===== src/hw/rtl/crc8wd_pkg.sv =====
// Shared types, constants and the CRC-8 byte step for the word response deframer.
// Used by the front end, back end and top level in hw/rtl; depends on nothing.
`default_nettype none

package crc8wd_pkg;

  localparam logic [7:0]  CrcPoly   = 8'h31;
  localparam logic [7:0]  CrcInit   = 8'hFF;
  localparam logic [15:0] ReadyMask = 16'h07FF;
  localparam logic [14:0] TempCoeff = 15'd17500;
  localparam logic [14:0] HumCoeff  = 15'd10000;
  localparam logic [16:0] TempBias  = 17'd4500;

  // Response kinds
  localparam logic [1:0] KindSerial = 2'd0;
  localparam logic [1:0] KindReady  = 2'd1;
  localparam logic [1:0] KindMeas   = 2'd2;

  // Register indexes
  localparam logic RegKind = 1'b0;

  // Byte positions within a word frame
  localparam logic [1:0] PosHigh = 2'd0;
  localparam logic [1:0] PosLow  = 2'd1;
  localparam logic [1:0] PosCrc  = 2'd2;

  typedef enum logic [1:0] {
    OP_RAW   = 2'd0,
    OP_TEMP  = 2'd1,
    OP_HUMID = 2'd2,
    OP_FAIL  = 2'd3
  } op_e;

  // Classified word passed from front to back
  typedef struct packed {
    logic [15:0] data_word;
    logic [1:0]  word_index;
    logic        crc_ok;
    logic        last_word;
    logic        data_ready;
    op_e         op;
  } rec_t;

  // Finished result
  typedef struct packed {
    logic [15:0]        data_word;
    logic [1:0]         word_index;
    logic               crc_ok;
    logic               last_word;
    logic signed [16:0] scaled_value;
    logic               data_ready;
  } res_t;

  function automatic logic [7:0] crc8_byte(input logic [7:0] crc, input logic [7:0] b);
    logic [7:0] c;
    c = crc ^ b;
    for (int i = 0; i < 8; i++) begin
      if (c[7]) begin
        c = {c[6:0], 1'b0} ^ CrcPoly;
      end else begin
        c = {c[6:0], 1'b0};
      end
    end
    return c;
  endfunction

  function automatic logic [2:0] words_for_kind(input logic [1:0] kind);
    return (kind == KindReady) ? 3'd1 : 3'd3;
  endfunction

endpackage

`default_nettype wire


===== src/hw/rtl/crc8wd_fifo.sv =====
// Small first-in first-out queue of registers with a fill count.
// Generic; no package dependency.
`default_nettype none

module crc8wd_fifo #(
  parameter int WIDTH = 8,
  parameter int DEPTH = 2
) (
  input  wire logic             clk_i,
  input  wire logic             rst_ni,
  input  wire logic             push_i,
  input  wire logic [WIDTH-1:0] wdata_i,
  output logic                  full_o,
  input  wire logic             pop_i,
  output logic [WIDTH-1:0]      rdata_o,
  output logic                  empty_o
);

  localparam int PtrW = (DEPTH > 1) ? $clog2(DEPTH) : 1;
  localparam int CntW = $clog2(DEPTH + 1);
  localparam logic [PtrW-1:0] PtrLast = PtrW'(DEPTH - 1);
  localparam logic [CntW-1:0] CntFull = CntW'(DEPTH);

  logic [WIDTH-1:0] mem_q [DEPTH];
  logic [PtrW-1:0]  wr_ptr_q, wr_ptr_d;
  logic [PtrW-1:0]  rd_ptr_q, rd_ptr_d;
  logic [CntW-1:0]  count_q, count_d;
  logic             do_push, do_pop;

  assign full_o  = (count_q == CntFull);
  assign empty_o = (count_q == '0);
  assign do_push = push_i && !full_o;
  assign do_pop  = pop_i && !empty_o;
  assign rdata_o = mem_q[rd_ptr_q];

  always_comb begin
    wr_ptr_d = wr_ptr_q;
    rd_ptr_d = rd_ptr_q;
    count_d  = count_q;
    if (do_push) begin
      wr_ptr_d = (wr_ptr_q == PtrLast) ? '0 : wr_ptr_q + 1'b1;
    end
    if (do_pop) begin
      rd_ptr_d = (rd_ptr_q == PtrLast) ? '0 : rd_ptr_q + 1'b1;
    end
    if (do_push && !do_pop) begin
      count_d = count_q + 1'b1;
    end else if (do_pop && !do_push) begin
      count_d = count_q - 1'b1;
    end
  end

  always_ff @(posedge clk_i or negedge rst_ni) begin
    if (!rst_ni) begin
      wr_ptr_q <= '0;
      rd_ptr_q <= '0;
      count_q  <= '0;
    end else begin
      wr_ptr_q <= wr_ptr_d;
      rd_ptr_q <= rd_ptr_d;
      count_q  <= count_d;
    end
  end

  always_ff @(posedge clk_i) begin
    if (do_push) begin
      mem_q[wr_ptr_q] <= wdata_i;
    end
  end

endmodule

`default_nettype wire


===== src/hw/rtl/crc8wd_front.sv =====
// Front end: takes bytes, tracks framing and CRC, classifies each finished word.
// Depends on crc8wd_pkg.
`default_nettype none

module crc8wd_front (
  input  wire logic             clk_i,
  input  wire logic             rst_ni,
  input  wire logic [1:0]       kind_i,
  input  wire logic             accept_i,
  input  wire logic [7:0]       rx_byte_i,
  input  wire logic             first_byte_i,
  output logic                  rec_valid_o,
  output crc8wd_pkg::rec_t      rec_o
);

  logic [1:0] pos_q, pos_d;
  logic [1:0] cnt_q, cnt_d;
  logic [7:0] crc_q, crc_d;
  logic [7:0] high_q, high_d;
  logic [7:0] low_q, low_d;
  logic       disc_q, disc_d;

  logic [1:0]  eff_pos, eff_cnt;
  logic [7:0]  eff_crc, crc_next;
  logic        eff_disc, ok, last;
  logic [15:0] word;

  assign eff_pos  = first_byte_i ? crc8wd_pkg::PosHigh : pos_q;
  assign eff_cnt  = first_byte_i ? 2'd0 : cnt_q;
  assign eff_crc  = first_byte_i ? crc8wd_pkg::CrcInit : crc_q;
  assign eff_disc = first_byte_i ? 1'b0 : disc_q;
  assign crc_next = crc8wd_pkg::crc8_byte(eff_crc, rx_byte_i);
  assign word     = {high_q, low_q};
  assign ok       = (eff_crc == rx_byte_i);
  assign last     = !ok || (({1'b0, eff_cnt} + 3'd1) >= crc8wd_pkg::words_for_kind(kind_i));

  always_comb begin
    pos_d       = pos_q;
    cnt_d       = cnt_q;
    crc_d       = crc_q;
    high_d      = high_q;
    low_d       = low_q;
    disc_d      = disc_q;
    rec_valid_o = 1'b0;
    rec_o       = '0;
    if (accept_i) begin
      pos_d  = eff_pos;
      cnt_d  = eff_cnt;
      crc_d  = eff_crc;
      disc_d = eff_disc;
      if (!eff_disc) begin
        case (eff_pos)
          crc8wd_pkg::PosLow: begin
            crc_d = crc_next;
            low_d = rx_byte_i;
            pos_d = crc8wd_pkg::PosCrc;
          end
          crc8wd_pkg::PosCrc: begin
            rec_valid_o      = 1'b1;
            rec_o.data_word  = word;
            rec_o.word_index = eff_cnt;
            rec_o.crc_ok     = ok;
            rec_o.last_word  = last;
            rec_o.data_ready = ok && (kind_i == crc8wd_pkg::KindReady)
                               && ((word & crc8wd_pkg::ReadyMask) != 16'd0);
            if (!ok) begin
              rec_o.op = crc8wd_pkg::OP_FAIL;
            end else if (kind_i == crc8wd_pkg::KindMeas && eff_cnt == 2'd1) begin
              rec_o.op = crc8wd_pkg::OP_TEMP;
            end else if (kind_i == crc8wd_pkg::KindMeas && eff_cnt == 2'd2) begin
              rec_o.op = crc8wd_pkg::OP_HUMID;
            end else begin
              rec_o.op = crc8wd_pkg::OP_RAW;
            end
            if (ok) begin
              cnt_d = eff_cnt + 2'd1;
            end
            disc_d = last;
            crc_d  = crc8wd_pkg::CrcInit;
            pos_d  = crc8wd_pkg::PosHigh;
          end
          default: begin
            // high byte of a word
            crc_d  = crc_next;
            high_d = rx_byte_i;
            pos_d  = crc8wd_pkg::PosLow;
          end
        endcase
      end
    end
  end

  always_ff @(posedge clk_i or negedge rst_ni) begin
    if (!rst_ni) begin
      pos_q  <= crc8wd_pkg::PosHigh;
      cnt_q  <= 2'd0;
      crc_q  <= crc8wd_pkg::CrcInit;
      high_q <= 8'd0;
      low_q  <= 8'd0;
      disc_q <= 1'b1;
    end else begin
      pos_q  <= pos_d;
      cnt_q  <= cnt_d;
      crc_q  <= crc_d;
      high_q <= high_d;
      low_q  <= low_d;
      disc_q <= disc_d;
    end
  end

endmodule

`default_nettype wire


===== src/hw/rtl/crc8wd_back.sv =====
// Back end: multiplies the word by its scale factor, then finishes the result.
// Depends on crc8wd_pkg.
`default_nettype none

module crc8wd_back (
  input  wire logic         clk_i,
  input  wire logic         rst_ni,
  input  wire logic         rec_valid_i,
  input  wire crc8wd_pkg::rec_t rec_i,
  output logic              rec_pop_o,
  input  wire logic         res_full_i,
  output logic              res_push_o,
  output crc8wd_pkg::res_t  res_o
);

  logic             s1_valid_q, s1_valid_d;
  crc8wd_pkg::rec_t s1_rec_q;
  logic [30:0]      prod_q;
  logic [14:0]      coeff;
  logic             load;
  logic [16:0]      frac;

  assign res_push_o = s1_valid_q && !res_full_i;
  assign load       = rec_valid_i && (!s1_valid_q || res_push_o);
  assign rec_pop_o  = load;
  assign coeff      = (rec_i.op == crc8wd_pkg::OP_TEMP) ? crc8wd_pkg::TempCoeff
                                                        : crc8wd_pkg::HumCoeff;
  assign frac       = {2'b00, prod_q[30:16]};

  always_comb begin
    s1_valid_d = s1_valid_q;
    if (load) begin
      s1_valid_d = 1'b1;
    end else if (res_push_o) begin
      s1_valid_d = 1'b0;
    end
  end

  always_comb begin
    res_o.data_word  = s1_rec_q.data_word;
    res_o.word_index = s1_rec_q.word_index;
    res_o.crc_ok     = s1_rec_q.crc_ok;
    res_o.last_word  = s1_rec_q.last_word;
    res_o.data_ready = s1_rec_q.data_ready;
    case (s1_rec_q.op)
      crc8wd_pkg::OP_RAW:   res_o.scaled_value = {1'b0, s1_rec_q.data_word};
      crc8wd_pkg::OP_TEMP:  res_o.scaled_value = frac - crc8wd_pkg::TempBias;
      crc8wd_pkg::OP_HUMID: res_o.scaled_value = frac;
      default:              res_o.scaled_value = '0;
    endcase
  end

  always_ff @(posedge clk_i or negedge rst_ni) begin
    if (!rst_ni) begin
      s1_valid_q <= 1'b0;
    end else begin
      s1_valid_q <= s1_valid_d;
    end
  end

  always_ff @(posedge clk_i) begin
    if (load) begin
      s1_rec_q <= rec_i;
      prod_q   <= 31'(coeff) * 31'(rec_i.data_word);
    end
  end

endmodule

`default_nettype wire


===== src/hw/rtl/crc8_word_response_deframer.sv =====
// Top level of the CRC-8 word response deframer.
// Depends on crc8wd_pkg, crc8wd_front, crc8wd_fifo and crc8wd_back.
//
// Usage:
//   Input channel: drive rx_byte_i and first_byte_i with push high; a byte is
//   taken at a clock edge with push high and full low. Mark the first byte of
//   each response with first_byte_i. Bytes are 2-byte big-endian words, each
//   followed by its CRC-8 (poly 0x31, init 0xFF).
//   Result channel: while empty is low the oldest result is on the result
//   ports; pulse pop to take it. One result appears per checksum byte that is not dropped after a response ends.
//   Throughput: one byte per cycle, sustained, while results are drained.
//   Path: after its checksum byte is taken, a result passes front classify,
//   word queue, one multiply stage and result queue to the ports.
//   Config: APB register 0 (byte address 0) holds response_kind; write only
//   while the block is idle.
//   Reset: framing waits for a response start, kind is serial, both queues
//   are empty.
//   Stall: when pop is held low, the result queue, the multiply stage and
//   the QUEUE_DEPTH-entry word queue fill in turn, then full rises.
`default_nettype none

module crc8_word_response_deframer #(
  parameter int QUEUE_DEPTH = 4
) (
  input  wire logic               clk_i,
  input  wire logic               rst_ni,
  input  wire logic               psel,
  input  wire logic               penable,
  input  wire logic               pwrite,
  input  wire logic [2:0]         paddr,
  input  wire logic [31:0]        pwdata,
  output logic [31:0]             prdata,
  output logic                    pready,
  input  wire logic               push,
  output logic                    full,
  input  wire logic [7:0]         rx_byte_i,
  input  wire logic               first_byte_i,
  output logic                    empty,
  input  wire logic               pop,
  output logic [15:0]             data_word_o,
  output logic [1:0]              word_index_o,
  output logic                    crc_ok_o,
  output logic                    last_word_o,
  output logic signed [16:0]      scaled_value_o,
  output logic                    data_ready_o
);

  localparam int RecW = $bits(crc8wd_pkg::rec_t);
  localparam int ResW = $bits(crc8wd_pkg::res_t);

  logic [1:0]       kind_q, kind_d;
  logic             accept;
  logic             rec_valid;
  crc8wd_pkg::rec_t rec_in, rec_out;
  logic [RecW-1:0]  rec_rdata;
  logic             word_empty, rec_pop;
  logic             res_full, res_push;
  crc8wd_pkg::res_t res_in, res_out;
  logic [ResW-1:0]  res_rdata;

  // Config port
  assign pready = 1'b1;
  assign prdata = (paddr[2] == crc8wd_pkg::RegKind) ? {30'd0, kind_q} : 32'd0;

  always_comb begin
    kind_d = kind_q;
    if (psel && penable && pwrite && pready && paddr[2] == crc8wd_pkg::RegKind) begin
      kind_d = pwdata[1:0];
    end
  end

  always_ff @(posedge clk_i or negedge rst_ni) begin
    if (!rst_ni) begin
      kind_q <= crc8wd_pkg::KindSerial;
    end else begin
      kind_q <= kind_d;
    end
  end

  assign accept = push && !full;

  crc8wd_front u_front (
    .clk_i        (clk_i),
    .rst_ni       (rst_ni),
    .kind_i       (kind_q),
    .accept_i     (accept),
    .rx_byte_i    (rx_byte_i),
    .first_byte_i (first_byte_i),
    .rec_valid_o  (rec_valid),
    .rec_o        (rec_in)
  );

  crc8wd_fifo #(
    .WIDTH (RecW),
    .DEPTH (QUEUE_DEPTH)
  ) u_word_q (
    .clk_i   (clk_i),
    .rst_ni  (rst_ni),
    .push_i  (rec_valid),
    .wdata_i (rec_in),
    .full_o  (full),
    .pop_i   (rec_pop),
    .rdata_o (rec_rdata),
    .empty_o (word_empty)
  );

  assign rec_out = crc8wd_pkg::rec_t'(rec_rdata);

  crc8wd_back u_back (
    .clk_i       (clk_i),
    .rst_ni      (rst_ni),
    .rec_valid_i (!word_empty),
    .rec_i       (rec_out),
    .rec_pop_o   (rec_pop),
    .res_full_i  (res_full),
    .res_push_o  (res_push),
    .res_o       (res_in)
  );

  crc8wd_fifo #(
    .WIDTH (ResW),
    .DEPTH (2)
  ) u_res_q (
    .clk_i   (clk_i),
    .rst_ni  (rst_ni),
    .push_i  (res_push),
    .wdata_i (res_in),
    .full_o  (res_full),
    .pop_i   (pop),
    .rdata_o (res_rdata),
    .empty_o (empty)
  );

  assign res_out        = crc8wd_pkg::res_t'(res_rdata);
  assign data_word_o    = res_out.data_word;
  assign word_index_o   = res_out.word_index;
  assign crc_ok_o       = res_out.crc_ok;
  assign last_word_o    = res_out.last_word;
  assign scaled_value_o = res_out.scaled_value;
  assign data_ready_o   = res_out.data_ready;

endmodule

`default_nettype wire


===== config.mk =====
export PLATFORM = sky130hd
export DESIGN_NAME = crc8_word_response_deframer
export DESIGN_NICKNAME = d
export VERILOG_FILES = /design/src/hw/rtl/crc8wd_pkg.sv /design/src/hw/rtl/crc8wd_fifo.sv /design/src/hw/rtl/crc8wd_front.sv /design/src/hw/rtl/crc8wd_back.sv /design/src/hw/rtl/crc8_word_response_deframer.sv
export SDC_FILE = /design/constraint.sdc
export NUM_CORES = 1
export LEC_CHECK = 0
export ABC_AREA = 1
export ABC_CLOCK_PERIOD_IN_PS = 8800
export BUFFER_PORTS_ARGS = -buffer_cell sky130_fd_sc_hd__buf_2
export CAP_MARGIN = 10
export CORE_MARGIN = 2
export CORE_UTILIZATION = 45
export CTS_CLUSTER_DIAMETER = 40
export DETAILED_ROUTE_END_ITERATION = 8
export HOLD_SLACK_MARGIN = 0.06
export PLACE_DENSITY = 0.63
export SLEW_MARGIN = 15
export SYNTH_ARGS = -nofsm -noshare
export SYNTH_HDL_FRONTEND = slang
export SYNTH_SLANG_ARGS = --single-unit
export TNS_END_PERCENT = 10

===== constraint.sdc =====
create_clock -name clk_i -period 8.8 [get_ports clk_i]
set_input_delay 0.88 -clock clk_i [delete_from_list [all_inputs] [get_ports clk_i]]
set_output_delay 0.88 -clock clk_i [all_outputs]
set_load 0.01 [all_outputs]

==> run summary, run 1 <==
Derived from the worst setup path, the maximum achievable clock frequency is approximately 0.15 GHz. At the worst endpoint, the required time is roughly 9.1 ns. The initial antenna violation count was 2.

The number of distinct library cell variants in the gate-level netlist after synthesis is approximately 50. The first-pass iteration count of the detailed router came out at 5. The signal arrival time at the worst endpoint is roughly 7.1 ns. The number of setup violations in the final report is 0. Detailed routing inserted a total of about 11000 vias. The filler cells instantiated in the layout total 3089. The worst register-to-register path begins at u_word_q.rd_ptr_q[0]$_DFFE_PN0P_. The area share of the leading cell type in the synthesized netlist came out at roughly 39%. The final weighted congestion in routability-driven placement is 0.916.

Setup repair after global routing left no endpoint under its margin. The via count of the first global-routing pass came out at 10300. Summing the sequential cell areas from Yosys gives a little under half of the chip area. TritonCTS built the clock tree. The number of synthesized register bits is about 250. The average detailed-routed wire length per instance came out at approximately 15 um.

The share of the core filled with cells came out at between 50% and 60%. The number of nets in the layout is between 1500 and 2000. Entering global routing, the biggest net connects 50 pins.

For this block, the routed nets add up to approximately 32 mm of wire. The total congestion overflow after global routing is 0. The height of the die is ~190 um. The longest clock path from root to sink contains 3 buffers. The number of enable-type register cells in the synthesized netlist came out at ~200. Along the worst path, the maximum fanout reaches 46.

The max-cap violation count came out at 0. After synthesis the cells add up to 0.0159 mm^2. By area the synthesized netlist is led by edfxtp_1 39%, fa_1 11%, ha_1 10%. The final critical-path setup slack is approximately 2.0 ns. CTS placed an instance of clkbuf_16 at the clock tree root. The post-CTS setup repair buffer count came out at 0.

The cell count of the worst reg-to-reg path came out at 23. The critical path depth is 23. Prior to clock tree synthesis, the placed netlist has a worst setup slack of 1.94 ns. The violation count after the first detailed-route iteration came out at approximately 600. The number of buffers and inverters on the critical path is 4.

The clock reaches the later pin of the worst-skew pair after 0.56 ns. In the routed design, unresolved DRC markers number 0. Among all stages on the critical path, the largest delay is contributed by inv_2. After clock tree synthesis, the clock-pin slew on the worst setup and hold paths is approximately 0.060 ns. The share of async-settable or async-resettable flops after synthesis came out at 17.3%.

The category of cells accounting for the largest share of critical-path delay is adder cells. The depth of the worst hold-timing path is 0. The number of instances resized during post-cts repair is 0. Of the available clock period, the critical path in the final layout requires roughly 77%. The reg-to-reg setup timing slack came out at around 2 ns. The storage element area came out at ~0.0073 mm^2. The setup TNS is 0 ns.

Across the routed clock network, the largest skew measured is 0.0124 ns. The type of the setup path with the least slack is reg2reg. The maximum single-stage delay on the critical path came out at about 0.52 ns. The total number of placement rows came out at 68.

In this run the number of H-tree levels came out at 1. The floorplan die area came out at between 0.03 and 0.04 mm^2. The relative slew slack came out at 25.5%. The run finished with clean final reports.

For the pin with the worst max-slew slack, the measured transition is approximately 1.1 ns. The total I/O pin count is roughly 120. A synthesized cell averages 10.1 um^2. The residual antenna-violating net count after detailed routing is 0.

The type of origin of the critical path is a flop. The width of the chip came out at roughly 190 um. The area taken by multi-input logic gates came out at 0.00748 mm^2. The count of endpoints failing hold in the final timing report came out at 0.

In this run the worst setup path begins at u_word_q.rd_ptr_q[0]$_DFFE_PN0P_. The type of the tightest min-delay check is reg2reg. The most numerous cell type found on the critical path is nand2_1. The floorplan step defined a core boundary enclosing 0.0346 mm^2.

The number of warning messages in the yosys log came out at 0. edfxtp_1 takes more of the synthesized area than any other cell. STA classifies the critical path endpoint as a flop. The worst hold path begins at u_back.res_o[0]$_DFFE_PP_.

The initial utilization of the core area, before any placement, comes to 45.9%. The number of cells produced by synthesis came out at 1577. In the synthesized netlist the dominant register cell turns out to be edfxtp_1. The total CTS buffers came out at 29. The count of buffers inserted at the top-level ports is 60. The worst path needs ~6.8 ns of the cycle, external delays included. The global-route wire length before repair is approximately 52 mm. The signal on the critical path passes through inv_2, nand2_1, nand3_1, nand2_1, nor2_8, inv_1, nor2_1, inv_1, o21ai_0, fa_1, fa_1, fa_1, fa_1, ha_1, ha_1, a21oi_1, inv_1, nor2_1, o21ai_0, a31oi_1, nand2_1, nand2_1, nand2_1. In the final layout, the share of cells above drive strength 1 is 11.7%. The count of pins over their slew limit came to 0. Across every metal layer, demand over resource in global routing totals between 15 and 20%. The average vias per placed instance came out at about 5. The count of hold-fix buffers inserted at cts came out at 0. The area growth from synthesis to layout is 11.2%. The total number of clock tree sinks came out at 249. The half-perimeter wire length after placement came out at 24.1 mm.
-- flip-flops by register name, indices dropped and copies added (netlist names) --
register and cells:
u_res_q.rd_ptr_q 1, u_word_q.count_q 3, u_res_q.count_q 2, u_front.disc_q 1, u_back.prod_q 15, u_front.cnt_q 2
u_res_q.mem_q 76, u_res_q.wr_ptr_q 1, u_front.low_q 8, u_word_q.rd_ptr_q 2, u_word_q.wr_ptr_q 2, u_front.high_q 8
u_back.s1_rec_q 2, u_front.pos_q 2, u_back.s1_valid_q 1, u_back.res_o 21, u_front.crc_q 8, u_word_q.mem_q 92
kind_q 2
-- cell usage in the layout, fill, tap and decap left out, types with 4 or more instances in the layout --
cell type   instances
a21oi_1            36
a31oi_1             4
a32oi_1            12
buf_2              60
buf_4              11
clkbuf_16          29
clkinv_2            5
clkinvlp_4          4
conb_1             60
dfrtp_1            34
dfstp_2             9
edfxtp_1          206
fa_1               91
ha_1              131
inv_1             251
inv_2               9
nand2_1           308
nand3_1            34
nand4_1            12
nor2_1            153
nor2_2              9
nor2_4              6
nor3_1             13
o211ai_1           11
o21a_1              4
o21ai_0            69
o22ai_1             9
or2_2              31
xnor2_1            12
xor2_1             25
-- cell usage after synthesis, types with 3 or more instances --
master	count
inv_2	9
xor2_1	25
buf_2	6
nor2_4	4
o221ai_1	3
inv_1	251
nor2_1	159
dfstp_2	9
nor3_1	13
fa_1	91
ha_1	131
nor2_2	5
buf_6	3
o22ai_1	9
buf_4	32
buf_1	3
nand2_1	308
nand3_1	34
o211ai_1	11
o21a_1	4
or2_2	31
a21oi_1	36
a31oi_1	4
clkbuf_1	20
edfxtp_1	206
dfrtp_1	34
xnor2_1	12
a32oi_1	12
nand4_1	12
o21ai_0	69
o21bai_1	3
-- cells by family (layout without fill, tap and decap cells) --
| logic type | Yosys count | after routing | share of synthesized area (%) |
|---|---|---|---|
| other | 2 | 62 | 0.0473 |
| buffers and inverters | 324 | 385 | 8.60 |
| XOR/XNOR | 39 | 39 | 2.25 |
| AO/OA/AOI/OAI | 160 | 160 | 5.96 |
| flip-flops | 249 | 249 | 45.8 |
| multiplexers | 1 | 1 | 0.0709 |
| adder cells (fa/ha/maj) | 222 | 222 | 21.8 |
| AND/OR/NAND/NOR | 580 | 580 | 15.5 |
-- final timing paths --
| path | end |
|---|---|
| hold / removal | u_res_q.mem_q[0][0]$_DFFE_PP_ |
| max in group asynchronous | u_word_q.count_q[0]$_DFFE_PN0P_ |
| hold reg to reg | u_res_q.mem_q[0][0]$_DFFE_PP_ |
| min in group asynchronous | u_front.high_q[1]$_DFFE_PN0P_ |
| setup reg to reg | u_back.prod_q[28]$_DFFE_PP_ |
| setup / recovery | u_back.prod_q[28]$_DFFE_PP_ |
-- through the flow --
step / std cells / hold WS (ns) / instance area [um^2]
CTS: 2151 / 0.444 / 17700
global route: 2151 / 0.451 / 17700
detailed placement: 2097 / 0.430 / 16700
finish: 2153 / 0.442 / 17700
global placement: 2097 / 0.425 / 16700
floorplan: 1635 / 0.421 / 16100
-- cell type report --
cell class	instances	share of cell area (%)
antenna	2	0.0283
clock buffer	32	4.23
clock inverter	22	1.25
inverter	260	5.53
multi-input combinational	1062	42.4
sequential	249	41.2
tap	455	3.22
timing repair buffer	71	2.17
-- per-layer routing --
layer	GRT usage, %	vias to the layer above	wire length [um]	part of all wire, %
met2	29.6	236	14700	47
met4	4.91	0	669	2.1
met3	2.25	42	1510	4.8
met1	24.6	5060	14600	46
li1	-	5227	-	-
met5	0	-	0	0
Power of run 1 is left out: the tool's default activity adds up to more than one toggle a clock period on the data nets, which glitch-free logic cannot reach.
==> inputs of run 2 (changes only) <==
- ABC_AREA: 1 -> 0
- ABC_CLOCK_PERIOD_IN_PS: 8800 -> 5600
- PLACE_DENSITY: 0.63 -> 0.65
- clock period: 8.8 -> 5.6 ns (I/O delays scaled with it)
==> run 2 against run 1 <==
Against the previous run: the flow now finishes with violations (setup timing); flip-flop and latch count stayed put; via count is 7.1% lower; design area is 10% higher; sequential share of layout area is 3.8 points lower; clock-buffer cell count is 7 higher; final cell count is 9.8% lower; register-to-register slack worse by 2.3 ns; utilization is 6.7 points higher; routed wire length is 5.2% higher; worst setup slack worse by 2.3 ns; critical endpoint is now u_back.prod_q[30]$_DFFE_PP_; largest cell class unchanged; highest routed layer unchanged.
==> run summary, run 2 <==
Global routing used 18.6% of the available tracks. Among all stages on the critical path, the largest delay is contributed by mux4_2. At the end of routability-driven placement, the weighted congestion stood at about 0.88.

The half-perimeter wire length after placement is between 20 and 25 mm. After layout, the minimum clock period comes to 5.89 ns. The type of the setup path with the least slack is reg2reg. The cell sitting at the root of the clock tree is a clkbuf_16.

In the synthesized netlist, the cells that appear most often are 206 x edfxtp_1, 151 x inv_1, 131 x ha_1, 91 x fa_1, 84 x nand2_1. Derived from the worst setup path, the maximum achievable clock frequency is around 0.17 GHz. The tightest min-delay check is of the in2reg type. The number of fill cells is ~2700. The number of distinct library cell variants in the gate-level netlist after synthesis came out at 65. Together, buffers and inverters on the worst path number 6.

The synthesized design contains about 250 register bits. Clock latency on the worst-skew pair, taken at its later pin, is 0.52 ns. The number of buffers between clock root and the deepest sink came out at 3. The area added between synthesis and finish came out at 25.6%. The H-tree was split into 2 levels. The transition time at the pin with the least slew margin is about 1.1 ns. The violation count after the first detailed-route iteration came out at ~440. The via count of the first global-routing pass is about 10000.

The maximum number of pins on one net before global-route repair came out at 44. The total via count after detailed routing is roughly 9800. Using the TritonRoute via totals, the vias-per-cell ratio works out to just over 5.

The worst setup skew after layout came out at ~0.019 ns. The average detailed-routed wire length per instance is approximately 17 um. The die is 190 um tall. The net count of the finished layout is ~1700. The first-pass iteration count of the detailed router is 4.

After routing the design area is ~0.02 mm^2. The initial antenna violation count is 0. The remaining design rule violation count is 0. The starting utilization of the core area is approximately 46%. The relative slew slack came out at a little over a quarter.

The number of clock buffers added by TritonCTS is 34. The share of the core filled with cells came out at 57.7%. The final critical path takes up 105% of the cycle.

The library cell used most frequently in the layout, excluding fill and tap cells, is edfxtp_1. The CTS tree is done. The post-synthesis average cell area is about 13 um^2. The run finished, with violations left. The kind of cell with the highest combined delay along the critical path is adder cells. After clock tree synthesis, the clock-pin slew on the worst setup and hold paths is about 0.06 ns. The signal arrival time at the worst endpoint came out at 6.15 ns.

The worst setup path is launched from a flop. The count of endpoints failing hold in the final timing report was 0. The count of buffers inserted at the top-level ports came out at 60. Yosys instantiated no cell more often than edfxtp_1.

The share of async-settable or async-resettable flops after synthesis is between 10% and 20%. For this run, the leading register cell type out of synthesis is edfxtp_1. The placeable core area came out at 0.0337 mm^2. The total number of placement rows came out at 67. In the layout the commonest cells are 206 x edfxtp_1, 142 x buf_4, 137 x inv_1. Summing every instance area after synthesis gives 0.0155 mm^2. For this run, the slowest stage of the critical path takes around 0.56 ns. The width of the chip came out at about 190 um. Synthesis produced a netlist whose cell count is around 1200. Across all setup checks in the final design, the least slack found is -0.289 ns.

The worst hold margin came out at 0.279 ns. The count of pins over their slew limit is 0. Once placement finished, the instance area stood at roughly 0.017 mm^2.

Once detail routing completed, the nets flagged for antenna violations numbered 0. Ranked by total cell area, the synthesized netlist is headed by edfxtp_1 40%, fa_1 12%, ha_1 11%. The worst setup path is captured at a flop. The floorplan die area is 0.0359 mm^2. The checks that failed: setup timing. The global-route wire length before repair came out at roughly 53 mm. For this run the aggregate overflow at the end of global routing stands at 0. The flip-flop count of the largest register, all copies and words added is 92. The total number of clock tree sinks came out at about 250. The total I/O pin count came out at approximately 120.

At the worst endpoint, the required time is between 5 and 6 ns. The signal on the critical path passes through mux4_2, and2b_2, buf_12, buf_16, buf_4, nor2_2, ha_1, fa_1, inv_1, fa_1, fa_1, inv_1, ha_4, ha_4, ha_4, and4_1, nand2_1, o32a_1, o311ai_4, buf_4, nor2_1, o211a_1. Setup repair after global routing could not meet its margin everywhere. edfxtp_1 takes more of the synthesized area than any other cell. The register bank with the most flops is u_word_q.mem_q. The number of setup violations in the final report came out at 14.

The max-cap violation count is 0. The area share of the leading cell type in the synthesized netlist is approximately two fifths. Yosys mapped a number of flops with a built-in enable equal to 206. The maximum fanout along the worst path came out at 7. For this run, the number of Yosys warnings is 0. The share of post-route cells with drive strength above 1 is 31.8%. The total routed wirelength is between 30 and 40 mm. Sequential elements use approximately 47% of the synthesized area. The number of antenna repair diodes is 0.

The pre-CTS worst setup slack came out at -0.401 ns.
-- run 2: cell count changes in the layout (fill, tap and decap cells not counted), moves of 38 or more --
cell	previous run	this run
nand2_1	308	69
mux2_2	1	59
o21ai_0	69	31
inv_1	251	137
buf_4	11	142
nor2_1	153	58
-- run 2: area by class of cell --
cell class | instances | area [um^2] | area share (%)
Sequential cell | 249 | 7280 | 37.4
Inverter | 151 | 574 | 2.95
Tap cell | 448 | 561 | 2.88
Clock inverter | 22 | 302 | 1.55
Timing Repair Buffer | 218 | 1610 | 8.25
Clock buffer | 39 | 891 | 4.58
Multi-Input combinational cell | 816 | 8240 | 42.4
-- run 2: cells by family (layout without fill, tap and decap cells) --
group | after synthesis | after routing | synth area share (%)
buffers and inverters | 212 | 430 | 5.98
multiplexers | 90 | 90 | 8.22
flip-flops | 249 | 249 | 47.0
AO/OA/AOI/OAI | 149 | 149 | 6.12
AND/OR/NAND/NOR | 253 | 253 | 7.88
other | 2 | 60 | 0.0485
XOR/XNOR | 42 | 42 | 2.46
adder cells (fa/ha/maj) | 222 | 222 | 22.3
-- run 2: path summary, 6_finish.rpt --
path                                                        from                        endpoint  slack, ns  cells after the start
worst max-delay path            u_word_q.rd_ptr_q[0]$_DFFE_PN0P_     u_back.prod_q[30]$_DFFE_PP_      -0.29                     22
worst min-delay path                                   pwdata[1]           kind_q[1]$_DFFE_PN0P_       0.28                      2
worst max register to register  u_word_q.rd_ptr_q[0]$_DFFE_PN0P_     u_back.prod_q[30]$_DFFE_PP_      -0.29                     22
worst min register to register        u_back.res_o[19]$_DFFE_PP_  u_res_q.mem_q[0][19]$_DFFE_PP_       0.44                      0
max in group asynchronous                                 rst_ni    u_front.crc_q[5]$_DFFE_PN1P_       4.61                      3
min in group asynchronous                                 rst_ni           kind_q[0]$_DFFE_PN0P_       0.46                      2
-- run 2: metal layers --
layer  wire length, um  track usage [%]  vias to the layer above  share of wire, %
met5                 0                0                        -                 0
met4               930             6.11                        0               2.8
met3               947             2.53                       60               2.9
met2             17200             33.4                      165                52
met1             14100             23.3                     4887                43
li1                  -                -                     4699                 -
-- run 2: timing repair --
item                       CTS  global route
gates resized for setup     72            33
setup buffers               17             2
setup endpoints to repair   15            15
gates cloned                 1             0
hold buffers                 0             1
pin swaps                   53            27
hold endpoints to repair     0             3
-- run 2: worst register-to-register path, stage by stage (launching register included) --
cell and delay (ns):
dfrtp_2 0.43, mux4_2 0.57, and2b_2 0.26, buf_12 0.14, buf_16 0.14, buf_4 0.14
nor2_2 0.12, ha_1 0.26, fa_1 0.54, inv_1 0.05, fa_1 0.47, fa_1 0.51
inv_1 0.07, ha_4 0.27, ha_4 0.19, ha_4 0.27, and4_1 0.23, nand2_1 0.07
o32a_1 0.36, o311ai_4 0.09, buf_4 0.17, nor2_1 0.06, o211a_1 0.23
-- run 2: per-stage QoR --
| step | instances | TNS [ns] |
|---|---|---|
| global route | 1943 | -5.62 |
| global placement | 1860 | -3.14 |
| CTS | 1939 | -2.61 |
| detailed placement | 1860 | -3.82 |
| floorplan | 1277 | -1.35 |
| finish | 1943 | -2.94 |
Power of run 2 is left out for the same reason.
==> inputs of run 3 (changes only) <==
- REMOVE_ABC_BUFFERS: default -> 1
- SLEW_MARGIN: 15 -> 30
==> run 3 against run 2 <==
Against the previous run: the run still ends with setup timing left; via count fell by 0.84%; utilization rose by 0.14 points; routed wire length fell by 4.2%; die area did not move; register-to-register slack improved by 0.03 ns; design area rose by 0.25%; non-clock buffer count rose by 13; worst setup slack improved by 0.025 ns; flip-flop and latch count did not move; largest cell class unchanged.
==> run summary, run 3 (synthesis results as in run 2) <==
The run finished, with violations left. The checks that failed: setup timing. The placeable core area is about 0.034 mm^2. The initial antenna violation count was 0.

At the worst endpoint, the arrival time is a little over 6 ns. Timing would allow up to 0.171 GHz. The count of pins over their slew limit is 0.

TritonCTS built the clock tree. Pin placement for this block handled 124 I/O pins. In the layout the commonest cells are 206 x edfxtp_1, 154 x buf_4, 140 x inv_1. The count of buffers inserted at the top-level ports is 60. Among the stages of the critical path, the cell type that occurs most often is fa_1. The final critical path takes up 105% of the cycle. The starting utilization of the core area came out at between 40 and 50%. In this design, the stage delay of the slowest critical-path cell is around 0.57 ns.

The signal on the critical path passes through buf_12, buf_12, buf_12, mux4_2, buf_4, buf_6, ha_4, fa_1, fa_1, fa_1, fa_1, ha_4, ha_4, a21oi_2, o21a_1, o32a_1, o311ai_4, a221o_1, a211o_1. The height of the die came out at between 150 and 200 um. Grouping stages by cell kind, the critical path spends the most delay in adder cells. The most critical setup path has its startpoint at u_word_q.rd_ptr_q[0]$_DFFE_PN0P_. For this run, the post-layout net count is approximately 1800. The library cell used most frequently in the layout, excluding fill and tap cells, is edfxtp_1. For this design, the CTS-stage hold fixing added 0 buffers.

Following the worst setup path forward leads to its endpoint at u_back.prod_q[27]$_DFFE_PP_. The share of post-route cells with drive strength above 1 is between 30% and 40%. After detailed routing, the average wire length per cell comes to around 16 um. The worst register-to-register path begins at u_word_q.rd_ptr_q[0]$_DFFE_PN0P_.

The final critical-path setup slack is -0.264 ns. The share of the core filled with cells came out at just under 60%. The worst endpoint required time came out at between 5 and 6 ns. The number of cells in the finished layout apart from fillers is just under 2000. The area added between synthesis and finish came out at 25.9%. The average vias per placed instance came out at ~5.0.

Summed over all layers, the routed wires come to roughly 32 mm. The placed cell count is approximately 1900. The post-layout instance area is 0.0195 mm^2. Across the run, the number of max-cap violations was 0. The worst setup path is captured at a flop. The critical path depth came out at 19.

The clock slew at the register clock pins of the worst setup and hold paths came out at ~0.060 ns. The total via count after detailed routing came out at 9729. Setup repair after global routing could not meet its margin everywhere.

The relative slew slack came out at about two fifths. The remaining design rule violation count is 0. The register with the most flip-flops in the layout has just over 90 of them. The via count of the first global-routing pass was 10400.

The floorplan die area came out at 0.0359 mm^2. After global routing the overflow that remains totals 0. Measured in cells, the most critical reg-to-reg path has a length of 19. Counting along the longest clock path gives a buffer depth of 3. In this run the horizontal extent of the chip is about 190 um. For the pin with the worst max-slew slack, the measured transition is about 0.9 ns. For this design, the sink count on the clock tree is around 250. The maximum number of pins on one net before global-route repair is between 40 and 50. Clock skew on the completed layout was measured at 0.0253 ns. The worst setup path is launched from a flop.

The total global routing track utilization came out at between 10% and 20%. The type of the tightest min-delay check is in2async. The half-perimeter wire length after placement came out at 23.9 mm. u_word_q.mem_q holds more flip-flops than any other register.

The type of the setup path with the least slack is reg2reg. The total CTS buffers came out at 36. The global-route wire length before repair came out at roughly 53 mm.

The clock tree synthesis step divided the H-tree into 2 levels. The reg-to-reg setup timing slack came out at -0.26 ns. The count of endpoints failing hold in the final timing report came to 0. The first detailed-routing pass took 5 iterations.

After routing, the total negative slack on setup checks comes to -1.97 ns. The detailed router finished its first iteration with just over 500 violations. On the critical path, the stage with the largest delay is an instance of fa_1. The residual antenna-violating net count after detailed routing is 0. The final weighted congestion in routability-driven placement is 0.892. At the later pin of the worst-skew pair, clock insertion delay measures slightly above 0.5 ns.

In this run the critical register-to-register path is captured at u_back.prod_q[27]$_DFFE_PP_. Setup violations remaining at the end of the flow were counted as 12. The total number of placement rows came out at 67. After detailed placement, the total cell area comes to approximately 0.017 mm^2. The root cell of the clock tree is clkbuf_16. Counting both buffers and inverters, the worst setup path holds a total of 5.

The number of antenna repair diodes is 0. The shortest period the worst path allows is 5.86 ns. The maximum fanout along the worst path is 6.
[run 3: area by class of cell]
| cell class | count | area [um^2] |
|---|---|---|
| clock buffer | 40 | 926 |
| clock inverter | 25 | 241 |
| fill | 2717 | 14200 |
| timing repair buffer | 231 | 1730 |
| multi-input combinational | 816 | 8200 |
| sequential | 249 | 7270 |
| inverter | 151 | 569 |
| tap | 448 | 561 |
[run 3: repair_timing]
action	in CTS	in global routing
endpoints found under the setup margin	15	15
pin swaps	89	10
buffers inserted	30	3
resized for setup	133	8
[run 3: metal layers]
layer | GRT usage, % | up-vias | wire length (um)
met5 | 0 | - | 0
met4 | 3.64 | 0 | 488
met3 | 2.31 | 38 | 870
met2 | 34.1 | 147 | 16600
met1 | 23.0 | 4795 | 13800
li1 | - | 4749 | -
[run 3: worst min-delay path by stage]
stage | endpoint | slack, ns
after floorplan | kind_q[0]$_DFFE_PN0P_ | 0.26
after global placement | u_res_q.mem_q[0][19]$_DFFE_PP_ | 0.43
after detailed placement | u_res_q.mem_q[1][19]$_DFFE_PP_ | 0.43
after CTS | u_res_q.count_q[0]$_DFFE_PN0P_ | 0.07
after global routing | kind_q[0]$_DFFE_PN0P_ | 0.1
final | kind_q[0]$_DFFE_PN0P_ | 0.07
[run 3: metrics by stage]
| stage | worst slack [ns] | hold slack [ns] |
|---|---|---|
| CTS | -0.168 | 0.0703 |
| global route | -0.440 | 0.0976 |
| floorplan | -1.25 | 0.264 |
| global placement | -0.548 | 0.425 |
| detailed placement | -0.631 | 0.434 |
| finish | -0.264 | 0.0665 |
[run 3: worst register-to-register path: stages, from the launching register on]
cell	delay (ns)
dfrtp_2	0.44
buf_12	0.14
buf_12	0.13
buf_12	0.12
mux4_2	0.51
buf_4	0.18
buf_6	0.11
ha_4	0.21
fa_1	0.52
fa_1	0.45
fa_1	0.57
fa_1	0.46
ha_4	0.30
ha_4	0.20
a21oi_2	0.16
o21a_1	0.19
o32a_1	0.21
o311ai_4	0.13
a221o_1	0.34
a211o_1	0.23
Power of run 3 is left out for the same reason.
